**config.mk**
```make
export PLATFORM = sky130hd
export DESIGN_NAME = segment_reorder_buffer_core
export DESIGN_NICKNAME = d
export VERILOG_FILES = /design/src/hdl/srb_pkg.sv /design/src/hdl/srb_ram.sv /design/src/hdl/srb_ctrl.sv /design/src/hdl/srb_dp.sv /design/src/hdl/segment_reorder_buffer_core.sv
export VERILOG_INCLUDE_DIRS = /design/src /design/src/hdl
export SDC_FILE = /design/constraint.sdc
export NUM_CORES = 2
export LEC_CHECK = 0
export BUFFER_PORTS_ARGS = -buffer_cell sky130_fd_sc_hd__buf_2
export CAP_MARGIN = 20
export CORE_ASPECT_RATIO = 2
export CORE_MARGIN = 2
export CORE_UTILIZATION = 57
export DETAILED_ROUTE_END_ITERATION = 8
export GPL_TIMING_DRIVEN = 0
export PLACE_DENSITY = 0.77
export SLEW_MARGIN = 20
export SYNTH_ARGS = -nofsm -noshare
export SYNTH_HDL_FRONTEND = slang
export SYNTH_SLANG_ARGS = --single-unit
```
**constraint.sdc**
```tcl
create_clock -name clk -period 8.4 [get_ports clk]
set_clock_uncertainty 0.15 [all_clocks]
set_input_delay 0.84 -clock clk [delete_from_list [all_inputs] [get_ports clk]]
set_output_delay 0.84 -clock clk [all_outputs]
set_load 0.02 [all_outputs]
```
**src/hdl/segment_reorder_buffer_core_assert.svh**
```systemverilog
// Assertion macros for the segment reorder buffer.
// Included by the top level; expects clk and rst_n in scope at the point of use.
`ifndef SEGMENT_REORDER_BUFFER_CORE_ASSERT_SVH
`define SEGMENT_REORDER_BUFFER_CORE_ASSERT_SVH
`ifndef SYNTHESIS
// Checked outside reset.
`define SRB_ASSERT(lbl, prop, msg) \
  lbl: assert property (@(posedge clk) disable iff (!rst_n) prop) else $error(msg);
// Checked on every edge, reset included.
`define SRB_ASSERT_ALWAYS(lbl, prop, msg) \
  lbl: assert property (@(posedge clk) prop) else $error(msg);
`else
`define SRB_ASSERT(lbl, prop, msg)
`define SRB_ASSERT_ALWAYS(lbl, prop, msg)
`endif
`endif

```
**src/hdl/srb_pkg.sv**
```systemverilog
// Shared types and constants of the segment reorder buffer.
// No dependencies.
package srb_pkg;

  localparam int SEQ_W            = 32;
  localparam int LEN_W            = 16;
  localparam int STATUS_W         = 3;
  localparam int DEF_BUFFER_DEPTH = 16;
  localparam int DEF_HANDLE_BITS  = 8;
  localparam int MAX_RESULTS      = 16;
  localparam int APB_ADDR_W       = 3;
  localparam int APB_DATA_W       = 32;

  localparam logic [0:0] CMD_INSERT = 1'b0;
  localparam logic [0:0] CMD_DRAIN  = 1'b1;

  localparam logic [0:0] REG_INIT_SEQ = 1'b0;

  localparam logic [STATUS_W-1:0] ST_STORED    = 3'd0;
  localparam logic [STATUS_W-1:0] ST_STALE     = 3'd1;
  localparam logic [STATUS_W-1:0] ST_DUP       = 3'd2;
  localparam logic [STATUS_W-1:0] ST_FULL      = 3'd3;
  localparam logic [STATUS_W-1:0] ST_DELIVERED = 3'd4;
  localparam logic [STATUS_W-1:0] ST_NONE      = 3'd5;

  typedef enum logic [1:0] {
    OSRC_INSERT,
    OSRC_PEND,
    OSRC_EMPTY
  } out_src_t;

  typedef struct packed {
    logic     latch_in;
    logic     drain_sel;
    logic     ins_commit;
    logic     rd_issue;
    logic     dlv_commit;
    logic     out_load;
    out_src_t out_src;
    logic     out_last;
  } srb_cmd_t;

  typedef struct packed {
    logic hit;
    logic out_free;
  } srb_stat_t;

endpackage

```
**src/hdl/srb_ram.sv**
```systemverilog
// Generic single-write, single-read RAM with registered read data.
// No dependencies.
module srb_ram #(
  parameter int WIDTH = 8,
  parameter int DEPTH = 16
) (
  input  logic                     clk,
  input  logic                     we,
  input  logic [$clog2(DEPTH)-1:0] waddr,
  input  logic [WIDTH-1:0]         wdata,
  input  logic                     re,
  input  logic [$clog2(DEPTH)-1:0] raddr,
  output logic [WIDTH-1:0]         rdata
);

  logic [WIDTH-1:0] mem_r [DEPTH];
  logic [WIDTH-1:0] rdata_r;

  always_ff @(posedge clk) begin
    if (we) begin
      mem_r[waddr] <= wdata;
    end
    if (re) begin
      rdata_r <= mem_r[raddr];
    end
  end

  assign rdata = rdata_r;

endmodule

```
**src/hdl/srb_ctrl.sv**
```systemverilog
// Sequencer of the segment reorder buffer: input handshake, insert and drain steps.
// Depends on srb_pkg.
module srb_ctrl (
  input  logic              clk,
  input  logic              rst_n,
  input  logic              in_valid,
  output logic              in_ready,
  input  logic              in_command,
  input  srb_pkg::srb_stat_t stat,
  output srb_pkg::srb_cmd_t  cmd
);

  localparam int CNT_W = $clog2(srb_pkg::MAX_RESULTS + 1);

  typedef enum logic [1:0] {
    S_IDLE,
    S_INS,
    S_SRCH,
    S_DLV
  } state_t;

  state_t           state_r, state_nxt;
  logic [CNT_W-1:0] cnt_r, cnt_nxt;
  logic             more;

  assign in_ready = (state_r == S_IDLE);
  assign more     = stat.hit && (cnt_r < CNT_W'(srb_pkg::MAX_RESULTS));

  always_comb begin
    state_nxt      = state_r;
    cnt_nxt        = cnt_r;
    cmd            = '0;
    cmd.out_src    = srb_pkg::OSRC_INSERT;
    case (state_r)
      S_IDLE: begin
        if (in_valid) begin
          cmd.latch_in = 1'b1;
          cnt_nxt      = '0;
          state_nxt    = (in_command == srb_pkg::CMD_DRAIN) ? S_SRCH : S_INS;
        end
      end
      S_INS: begin
        if (stat.out_free) begin
          cmd.ins_commit = 1'b1;
          cmd.out_load   = 1'b1;
          cmd.out_src    = srb_pkg::OSRC_INSERT;
          cmd.out_last   = 1'b1;
          state_nxt      = S_IDLE;
        end
      end
      S_SRCH: begin
        cmd.drain_sel = 1'b1;
        if (more) begin
          // the held beat is known not to be the last one
          if (cnt_r == '0 || stat.out_free) begin
            cmd.out_load = (cnt_r != '0);
            cmd.out_src  = srb_pkg::OSRC_PEND;
            cmd.rd_issue = 1'b1;
            state_nxt    = S_DLV;
          end
        end else if (stat.out_free) begin
          cmd.out_load = 1'b1;
          cmd.out_src  = (cnt_r == '0) ? srb_pkg::OSRC_EMPTY : srb_pkg::OSRC_PEND;
          cmd.out_last = 1'b1;
          state_nxt    = S_IDLE;
        end
      end
      S_DLV: begin
        cmd.dlv_commit = 1'b1;
        cnt_nxt        = cnt_r + CNT_W'(1);
        state_nxt      = S_SRCH;
      end
      default: begin
        state_nxt = S_IDLE;
      end
    endcase
  end

  always_ff @(posedge clk) begin
    if (!rst_n) begin
      state_r <= S_IDLE;
      cnt_r   <= '0;
    end else begin
      state_r <= state_nxt;
      cnt_r   <= cnt_nxt;
    end
  end

endmodule

```
**src/hdl/srb_dp.sv**
```systemverilog
// Datapath of the segment reorder buffer: entry store, expected sequence,
// parallel compares and the output register. Depends on srb_pkg and srb_ram.
module srb_dp #(
  parameter int BUFFER_DEPTH = srb_pkg::DEF_BUFFER_DEPTH,
  parameter int HANDLE_BITS  = srb_pkg::DEF_HANDLE_BITS
) (
  input  logic                          clk,
  input  logic                          rst_n,
  input  srb_pkg::srb_cmd_t             cmd,
  output srb_pkg::srb_stat_t            stat,
  input  logic [srb_pkg::SEQ_W-1:0]     in_segment_seq,
  input  logic [srb_pkg::LEN_W-1:0]     in_segment_length,
  input  logic [HANDLE_BITS-1:0]        in_payload_handle,
  input  logic                          cfg_we,
  input  logic [srb_pkg::SEQ_W-1:0]     cfg_wdata,
  output logic [srb_pkg::SEQ_W-1:0]     init_seq,
  input  logic                          out_ready,
  output logic                          out_valid,
  output logic [srb_pkg::STATUS_W-1:0]  out_status,
  output logic [srb_pkg::SEQ_W-1:0]     out_seq,
  output logic [srb_pkg::LEN_W-1:0]     out_length,
  output logic [HANDLE_BITS-1:0]        out_handle,
  output logic [srb_pkg::SEQ_W-1:0]     out_next_expected,
  output logic                          out_last
);

  localparam int IDX_W = $clog2(BUFFER_DEPTH);
  localparam int RAM_W = srb_pkg::LEN_W + HANDLE_BITS;

  logic [srb_pkg::SEQ_W-1:0]    init_seq_r;
  logic [srb_pkg::SEQ_W-1:0]    exp_r;
  logic [BUFFER_DEPTH-1:0]      ent_vld_r;
  logic [srb_pkg::SEQ_W-1:0]    ent_seq_r [BUFFER_DEPTH];
  logic [srb_pkg::SEQ_W-1:0]    in_seq_r;
  logic [srb_pkg::LEN_W-1:0]    in_len_r;
  logic [HANDLE_BITS-1:0]       in_hd_r;
  logic [IDX_W-1:0]             idx_r;
  logic [srb_pkg::SEQ_W-1:0]    pend_seq_r;
  logic [srb_pkg::LEN_W-1:0]    pend_len_r;
  logic [HANDLE_BITS-1:0]       pend_hd_r;
  logic                         out_valid_r;
  logic [srb_pkg::STATUS_W-1:0] out_status_r;
  logic [srb_pkg::SEQ_W-1:0]    out_seq_r;
  logic [srb_pkg::LEN_W-1:0]    out_len_r;
  logic [HANDLE_BITS-1:0]       out_hd_r;
  logic [srb_pkg::SEQ_W-1:0]    out_next_r;
  logic                         out_last_r;

  logic [srb_pkg::SEQ_W-1:0]    cmp_val;
  logic [BUFFER_DEPTH-1:0]      eq_vec;
  logic [BUFFER_DEPTH-1:0]      lt_vec;
  logic [IDX_W-1:0]             hit_idx;
  logic [IDX_W-1:0]             free_idx;
  logic [srb_pkg::STATUS_W-1:0] ins_status;
  logic                         ins_store;
  logic [RAM_W-1:0]             ram_rdata;
  logic [srb_pkg::LEN_W-1:0]    rd_len;
  logic [HANDLE_BITS-1:0]       rd_hd;

  // one bank of comparators serves both the duplicate check and the drain match
  assign cmp_val = cmd.drain_sel ? exp_r : in_seq_r;

  always_comb begin
    for (int i = 0; i < BUFFER_DEPTH; i++) begin
      eq_vec[i] = ent_vld_r[i] && (ent_seq_r[i] == cmp_val);
      lt_vec[i] = ent_vld_r[i] && (ent_seq_r[i] < exp_r);
    end
  end

  // lowest index wins in both encoders
  always_comb begin
    hit_idx  = '0;
    free_idx = '0;
    for (int i = BUFFER_DEPTH - 1; i >= 0; i--) begin
      if (eq_vec[i]) begin
        hit_idx = IDX_W'(i);
      end
      if (!ent_vld_r[i]) begin
        free_idx = IDX_W'(i);
      end
    end
  end

  // the head is the smallest stored sequence; it is deliverable only if it
  // equals the expected value, so no stored entry may lie below it
  assign stat.hit      = (|eq_vec) && !(|lt_vec);
  assign stat.out_free = !out_valid_r || out_ready;

  always_comb begin
    if (in_seq_r < exp_r) begin
      ins_status = srb_pkg::ST_STALE;
    end else if (|eq_vec) begin
      ins_status = srb_pkg::ST_DUP;
    end else if (&ent_vld_r) begin
      ins_status = srb_pkg::ST_FULL;
    end else begin
      ins_status = srb_pkg::ST_STORED;
    end
  end

  assign ins_store = cmd.ins_commit && (ins_status == srb_pkg::ST_STORED);

  srb_ram #(
    .WIDTH (RAM_W),
    .DEPTH (BUFFER_DEPTH)
  ) u_ram (
    .clk   (clk),
    .we    (ins_store),
    .waddr (free_idx),
    .wdata ({in_len_r, in_hd_r}),
    .re    (cmd.rd_issue),
    .raddr (hit_idx),
    .rdata (ram_rdata)
  );

  assign rd_len = ram_rdata[RAM_W-1 -: srb_pkg::LEN_W];
  assign rd_hd  = ram_rdata[HANDLE_BITS-1:0];

  always_ff @(posedge clk) begin
    if (!rst_n) begin
      init_seq_r  <= '0;
      exp_r       <= '0;
      ent_vld_r   <= '0;
      out_valid_r <= 1'b0;
    end else begin
      if (cfg_we) begin
        init_seq_r <= cfg_wdata;
        exp_r      <= cfg_wdata;
      end else if (cmd.dlv_commit) begin
        exp_r <= exp_r + srb_pkg::SEQ_W'(rd_len);
      end
      if (ins_store) begin
        ent_vld_r[free_idx] <= 1'b1;
      end
      if (cmd.dlv_commit) begin
        ent_vld_r[idx_r] <= 1'b0;
      end
      if (cmd.out_load) begin
        out_valid_r <= 1'b1;
      end else if (out_ready) begin
        out_valid_r <= 1'b0;
      end
    end
  end

  always_ff @(posedge clk) begin
    if (cmd.latch_in) begin
      in_seq_r <= in_segment_seq;
      in_len_r <= in_segment_length;
      in_hd_r  <= in_payload_handle;
    end
    if (ins_store) begin
      ent_seq_r[free_idx] <= in_seq_r;
    end
    if (cmd.rd_issue) begin
      idx_r <= hit_idx;
    end
    // hold the delivered segment until the next search says whether it is last
    if (cmd.dlv_commit) begin
      pend_seq_r <= exp_r;
      pend_len_r <= rd_len;
      pend_hd_r  <= rd_hd;
    end
    if (cmd.out_load) begin
      out_last_r <= cmd.out_last;
      out_next_r <= exp_r;
      case (cmd.out_src)
        srb_pkg::OSRC_INSERT: begin
          out_status_r <= ins_status;
          out_seq_r    <= in_seq_r;
          out_len_r    <= '0;
          out_hd_r     <= in_hd_r;
        end
        srb_pkg::OSRC_PEND: begin
          out_status_r <= srb_pkg::ST_DELIVERED;
          out_seq_r    <= pend_seq_r;
          out_len_r    <= pend_len_r;
          out_hd_r     <= pend_hd_r;
        end
        default: begin
          out_status_r <= srb_pkg::ST_NONE;
          out_seq_r    <= '0;
          out_len_r    <= '0;
          out_hd_r     <= '0;
        end
      endcase
    end
  end

  assign init_seq          = init_seq_r;
  assign out_valid         = out_valid_r;
  assign out_status        = out_status_r;
  assign out_seq           = out_seq_r;
  assign out_length        = out_len_r;
  assign out_handle        = out_hd_r;
  assign out_next_expected = out_next_r;
  assign out_last          = out_last_r;

endmodule

```
**src/hdl/segment_reorder_buffer_core.sv**
```systemverilog
// Segment reorder buffer: an insert is accepted and its beat captured, then it
// is checked against every stored entry in parallel and stored once the output
// register is free. A drain captures its beat, then for each delivered segment
// runs a parallel match of the expected sequence against all entries, then
// a registered read of the length and handle store, and closes with the
// final search that ends it; at most 16 segments leave per drain. The next
// input beat is taken once the previous command has finished, while its last
// result may still wait in the output register. Sequence compares are plain
// unsigned; the expected value advances by each delivered length modulo 2^32.
// Depends on srb_pkg, srb_ctrl, srb_dp, srb_ram and the assertion header.
`include "segment_reorder_buffer_core_assert.svh"

module segment_reorder_buffer_core #(
  parameter int BUFFER_DEPTH = srb_pkg::DEF_BUFFER_DEPTH,
  parameter int HANDLE_BITS  = srb_pkg::DEF_HANDLE_BITS
) (
  input  logic                            clk,
  input  logic                            rst_n,
  input  logic                            psel,
  input  logic                            penable,
  input  logic                            pwrite,
  input  logic [srb_pkg::APB_ADDR_W-1:0]  paddr,
  input  logic [srb_pkg::APB_DATA_W-1:0]  pwdata,
  output logic [srb_pkg::APB_DATA_W-1:0]  prdata,
  output logic                            pready,
  input  logic                            in_valid,
  output logic                            in_ready,
  input  logic                            in_command,
  input  logic [srb_pkg::SEQ_W-1:0]       in_segment_seq,
  input  logic [srb_pkg::LEN_W-1:0]       in_segment_length,
  input  logic [HANDLE_BITS-1:0]          in_payload_handle,
  output logic                            out_valid,
  input  logic                            out_ready,
  output logic [srb_pkg::STATUS_W-1:0]    out_status,
  output logic [srb_pkg::SEQ_W-1:0]       out_seq,
  output logic [srb_pkg::LEN_W-1:0]       out_length,
  output logic [HANDLE_BITS-1:0]          out_handle,
  output logic [srb_pkg::SEQ_W-1:0]       out_next_expected,
  output logic                            out_last
);

  srb_pkg::srb_cmd_t  cmd;
  srb_pkg::srb_stat_t stat;
  logic [0:0]                 reg_idx;
  logic                       cfg_we;
  logic [srb_pkg::SEQ_W-1:0]  init_seq;

  assign pready  = 1'b1;
  assign reg_idx = paddr[2 +: 1];
  assign cfg_we  = psel && penable && pwrite && pready && (reg_idx == srb_pkg::REG_INIT_SEQ);
  assign prdata  = (reg_idx == srb_pkg::REG_INIT_SEQ) ? init_seq : '0;

  srb_ctrl u_ctrl (
    .clk        (clk),
    .rst_n      (rst_n),
    .in_valid   (in_valid),
    .in_ready   (in_ready),
    .in_command (in_command),
    .stat       (stat),
    .cmd        (cmd)
  );

  srb_dp #(
    .BUFFER_DEPTH (BUFFER_DEPTH),
    .HANDLE_BITS  (HANDLE_BITS)
  ) u_dp (
    .clk               (clk),
    .rst_n             (rst_n),
    .cmd               (cmd),
    .stat              (stat),
    .in_segment_seq    (in_segment_seq),
    .in_segment_length (in_segment_length),
    .in_payload_handle (in_payload_handle),
    .cfg_we            (cfg_we),
    .cfg_wdata         (pwdata),
    .init_seq          (init_seq),
    .out_ready         (out_ready),
    .out_valid         (out_valid),
    .out_status        (out_status),
    .out_seq           (out_seq),
    .out_length        (out_length),
    .out_handle        (out_handle),
    .out_next_expected (out_next_expected),
    .out_last          (out_last)
  );

  `SRB_ASSERT_ALWAYS(a_reset_idle, !rst_n |=> (!out_valid && in_ready), "reset left block busy")
  `SRB_ASSERT(a_insert_two_cycles, (in_valid && in_ready && in_command == srb_pkg::CMD_INSERT && !out_valid) |=> ##1 (out_valid && out_last), "insert result late")
  `SRB_ASSERT(a_single_result_last, (out_valid && out_status != srb_pkg::ST_DELIVERED) |-> out_last, "single result not marked last")
  `SRB_ASSERT(a_deliver_advance, (out_valid && out_status == srb_pkg::ST_DELIVERED) |-> (out_next_expected == out_seq + srb_pkg::SEQ_W'(out_length)), "expected sequence advanced wrongly")

endmodule
```
==> reports/qor.csv, run 1 <==
stage,metric,value,unit
run_status,status,did not finish,
run_status,stop_stage,5_1_grt,
run_status,stop_error,[ERROR GRT-0116] Global routing finished with congestion. Check the congestion regions in the DRC Viewer.,
placed_design,gp_congestion,1.15,
placed_design,post-place-ws,0.519,ns
synth,ys_seq_elements,1216,
clock_network,cts.repair.resized,0,
synth,netlist_area,0.0624,mm²
clock_network,cts_buffers,104,
clock_network,postCtsSetupRepairBufs,0,
synth,netlist_instances,4612,
placed_design,dp.cells,6367,
synth,synth_cell_type_count,94,
synth,syn_area_per_cell,13.5,µm²
placed_design,placed_area,0.0675,mm²
synth,ys_seq_area_share,57.1,%
clock_network,htree_levels,3,
synth,synth-async-reset-ratio,0,%
clock_network,hold_buffers,0,
clock_network,clockBufferDepth,3,
placed_design,hpwl,217,mm
synth,ys_warn_count,0,
die,rows,171,
global_routing,grt_pass1_wl,453,mm
die,die_y,472,µm
die,io_pins,226,
synth,synth_nets,5262,
global_routing,grt_pass1_vias,51600,
synth,synthFlopType,edfxtp_1,
synth,synth_edf_count,1128,
placed_design,portBuffers,222,
global_routing,grt_max_degree,42,
clock_network,root_buffer,clkbuf_16,
clock_network,cts.sinks,1216,
global_routing,track_usage,60.1,%
global_routing,grt-ovfl-total,77,
die,initial_utilization,57.5,%
die,die_x,238,µm
[metrics by stage]
stage / utilization (%) / TNS (ns)
2_1_floorplan: - / 0
3_3_place_gp: 60.1 / -5455.24
3_5_place_dp: 62.2 / 0
4_1_cts: 65.6 / 0
[cell usage after synthesis (9+ instances only)]
cell	n	share of area, %
o21ai_1	23	0.18
nand3b_1	9	0.11
a22o_1	42	0.59
nor2b_1	68	0.68
a21o_1	164	2.0
o21ai_0	144	1.2
clkbuf_1	46	0.28
inv_1	79	0.48
nor4_1	213	2.1
buf_2	26	0.21
buf_4	18	0.22
nand2b_1	44	0.44
o22a_1	23	0.32
mux2i_1	195	3.1
a2111oi_0	18	0.25
dfxtp_1	88	2.8
mux2_2	24	0.43
nand3_1	75	0.60
nand4_1	132	1.3
edfxtp_1	1128	54
or3_1	35	0.35
a31oi_1	10	0.10
and2_1	19	0.19
a21oi_1	191	1.5
buf_6	38	0.69
o211ai_1	15	0.18
o22ai_1	48	0.48
nand2_1	161	0.97
nor2_1	135	0.81
xor2_1	14	0.20
nor3_1	80	0.64
and3_1	19	0.19
ha_1	550	11
mux2i_4	27	0.97
o21a_1	13	0.16
a211oi_1	32	0.39
o221a_2	10	0.18
xnor2_1	517	7.3
[cell families after synthesis]
family / share of synthesized area, %
multiplexers: 4.56
AND/OR/NAND/NOR: 9.06
adder cells (fa/ha/maj): 11.1
buffers and inverters: 1.95
XOR/XNOR: 7.46
other: 0.00601
flip-flops: 57.1
AO/OA/AOI/OAI: 8.78
[layer usage]
metal  GRT overflow  global-route usage (%)
met1              0                    59.2
met2             44                    84.8
met3              0                    32.4
met4             33                    64.9
met5              0                    6.24
==> run 2: changes to the inputs <==
- CORE_ASPECT_RATIO: 2 -> not set
- CORE_UTILIZATION: 57 -> 40
- PLACE_DENSITY: 0.77 -> not set
- PLACE_DENSITY_LB_ADDON: not set -> 0.15
- clock period: 8.4 -> 10.9 ns (I/O delays scaled with it)
==> run 2 against run 1 <==
Synthesized area did not move. The run now ends clean. Synthesized cell count is the same.
==> reports/qor.csv, run 2 <==
stage,metric,value,unit
run_status,status,completed,
min_path,min_path_type,reg -> reg,
detailed_routing,routedWlPerCell,31.9,µm
die,io_pins,226,
global_routing,grt_pass1_wl,319,mm
synth,synthFlopType,edfxtp_1,
detailed_routing,finalWirelength,232,mm
synth,ys_seq_elements,1216,
run,cap_viol_max_count,0,
timing,relSlewSlack,12.6,%
critical_path,critPathLaunchType,register,
critical_path,critPathKind,reg -> reg,
final_layout,drive_gt1_share,15.1,%
detailed_routing,vias,42900,
final_layout,final_cell_mix,"edfxtp_1 (1,128), ha_1 (549), xnor2_1 (517)",
global_routing,track_usage,28.8,%
final_layout,nFillCells,13700,
critical_path,r2r_cells,25,
final_layout,multi_input_area,0.0257,mm²
timing,hold_violations,0,
critical_path,timing.rr.end,u_dp.u_ram.mem_r[4][9],
min_path,worstHoldStart,u_dp.u_ram.rdata[3],
die,die_x,399,µm
die,die_y,399,µm
global_routing,grt-ovfl-total,0,
die,dieArea,0.159,mm²
die,initial_utilization,40.4,%
synth,synth_area_leaders,"edfxtp_1 (54%), ha_1 (11%), xnor2_1 (7.3%)",
timing,fin_crit,8.10,ns
critical_path,worstSetupEndpointType,register,
timing,fin_ws,2.80,ns
final_layout,top_regs,"u_dp.ent_seq_r: 512 flops, u_dp.u_ram.mem_r: 384 flops",
synth,synth_edf_count,1128,
timing,tightest_slew,1.31,ns
critical_path,critPathMaxFanout,10,
synth,netlist.area_leader.share,54.3,%
final_layout,top_register,u_dp.ent_seq_r,
global_routing,grt_pass1_vias,40900,
synth,ys_seq_area_share,57.1,%
detailed_routing,viasPerCell,5.88,
placed_design,post-place-ws,2.91,ns
detailed_routing,final_antenna_net_count,0,
final_layout,layout_commonest_cell,edfxtp_1,
timing,tns,0,ns
clock_network,hold_buffers,0,
timing,finalSetupViolCount,0,
synth,synth_nets,5262,
synth,synth_cell_type_count,94,
clock_network,clk_pin_slew,0.06,ns
die,rows,144,
detailed_routing,drtIter0Drc,4608,
timing,period_share,74.3,%
global_routing,grt_max_degree,43,
die,fp.coreArea,0.154,mm²
synth,synth-async-reset-ratio,0,%
placed_design,dp.cells,7029,
synth,syn_area_per_cell,13.5,µm²
final_layout,n_antenna_cell,0,
final_layout,regArea,0.0356,mm²
clock_network,clockBufferDepth,3,
placed_design,portBuffers,222,
final_layout,largest_register_ffs,512,
power_and_ir_drop,finalPower,0.0130,W
critical_path,r2r_slack,2.80,ns
timing,rsz0062_at_grt,false,
power_and_ir_drop,power.density,178,mW/mm²
final_layout,stdcell_count,7294,
clock_network,cts_buffers,144,
placed_design,gp_congestion,0.978,
detailed_routing,firstDrtPassIters,5,
clock_network,htree_levels,4,
global_routing,antenna_found_initial,6,
clock_network,cts_tree,yes,
synth,netlist_area,0.0624,mm²
final_layout,nets,5781,
critical_path,crit_arrival,8.50,ns
detailed_routing,drc,0,
timing,clock.fmax,123,MHz
power_and_ir_drop,p_leak,24.7,nW
timing,slew_violations,0,
clock_network,clkLatencyLatePin,0.80,ns
clock_network,cts.sinks,1216,
final_layout,area_delta_synth_final,17.0,%
synth,synth_most_common_cell,edfxtp_1,
synth,netlist_instances,4612,
clock_network,postCtsSetupRepairBufs,0,
placed_design,hpwl,177,mm
critical_path,r2r-start,u_ctrl.state_r[0],
synth,synth_common_cells,"edfxtp_1 (1,128), ha_1 (550), xnor2_1 (517), nor4_1 (213), mux2i_1 (195)",
clock_network,cts.repair.resized,0,
min_path,hold_end,u_dp.pend_hd_r[3],
synth,ys_warn_count,0,
critical_path,required,11.30,ns
clock_network,root_buffer,clkbuf_16,
synth,yosys.area.top_type,edfxtp_1,
power_and_ir_drop,vdd_ir_drop_max,143,µV
min_path,holdPathStages,0,
-- run 2: cell counts after synthesis --
No cell type changed its count.
-- run 2: power breakdown --
part,internal (W),leakage (nW),total (W),switching [W]
combinational,0.000795,11.5,0.00252,0.00173
sequential,0.00536,10.9,0.00556,0.000199
clock,0.00281,2.31,0.00492,0.00211
-- run 2: critical path, stage by stage (launching register included) --
cell and delay [ns]:
dfxtp_1 0.36, inv_1 0.17, ha_1 0.18, buf_6 0.26
buf_12 0.26, mux2i_4 0.69, buf_6 0.34, xnor2_1 0.23
nor4_1 0.76, nand4_1 0.44, nor3_1 0.71, nor4_1 0.19
nand2_1 0.35, nor3_1 0.13, and3_1 0.41, nand2_1 0.23
buf_2 0.29, nor3_2 0.11, buf_4 0.20, buf_4 0.19
buf_4 0.20, buf_4 0.19, buf_4 0.19, buf_4 0.19
buf_4 0.17, buf_4 0.18
-- run 2: stage by stage --
stage / area (µm²) / hold slack (ns) / utilization [%]
after detailed placement: 68200 / 0.255 / 44.2
after global placement: 66000 / 0.252 / 42.8
after CTS: 73000 / 0.261 / 47.3
after floorplan: 62400 / 0.250 / -
after global routing: 73000 / 0.275 / 47.3
final: 73000 / 0.273 / 47.3
-- run 2: how the worst max path moves through the flow --
stage                                 start                      to  slack (ns)
after floorplan           u_ctrl.state_r[0]      u_dp.out_handle[0]        2.67
after global placement    u_dp.in_seq_r[21]      u_dp.ent_vld_r[12]       -5.01
after detailed placement  u_ctrl.state_r[0]  u_dp.u_ram.mem_r[4][9]        2.91
after CTS                 u_ctrl.state_r[0]  u_dp.u_ram.mem_r[4][9]        2.90
after global routing      u_ctrl.state_r[0]  u_dp.u_ram.mem_r[0][7]        2.68
final                     u_ctrl.state_r[0]  u_dp.u_ram.mem_r[4][9]        2.80
-- run 2: logic make-up after synthesis --
logic type	count (synthesis)	share of synthesized area (%)
xor+xnor	531	7.46
other cells	1	0.00601
buf+inv	214	1.95
flops	1216	57.1
fa+ha+maj	551	11.1
compound gates	817	8.78
mux	247	4.56
simple gates	1035	9.06
-- run 2: per-layer routing --
metal	vias up	track usage (%)	part of all wire (%)
met5	-	0	0
met4	0	10.2	3.8
met3	391	6.00	8.4
met2	1953	44.9	45
met1	21500	39.8	43
li1	19000	-	-
-- run 2: area by class of cell --
cell class | count | share of cell area (%)
clock inverter | 86 | 1.40
timing repair buffer | 373 | 4.29
clock buffer | 179 | 5.17
tap | 2044 | 3.50
multi-input combinational | 3182 | 35.2
sequential | 1216 | 48.8
inverter | 81 | 0.423
buffer | 133 | 1.25
No activity file was read; power rests on OpenSTA's default activity.
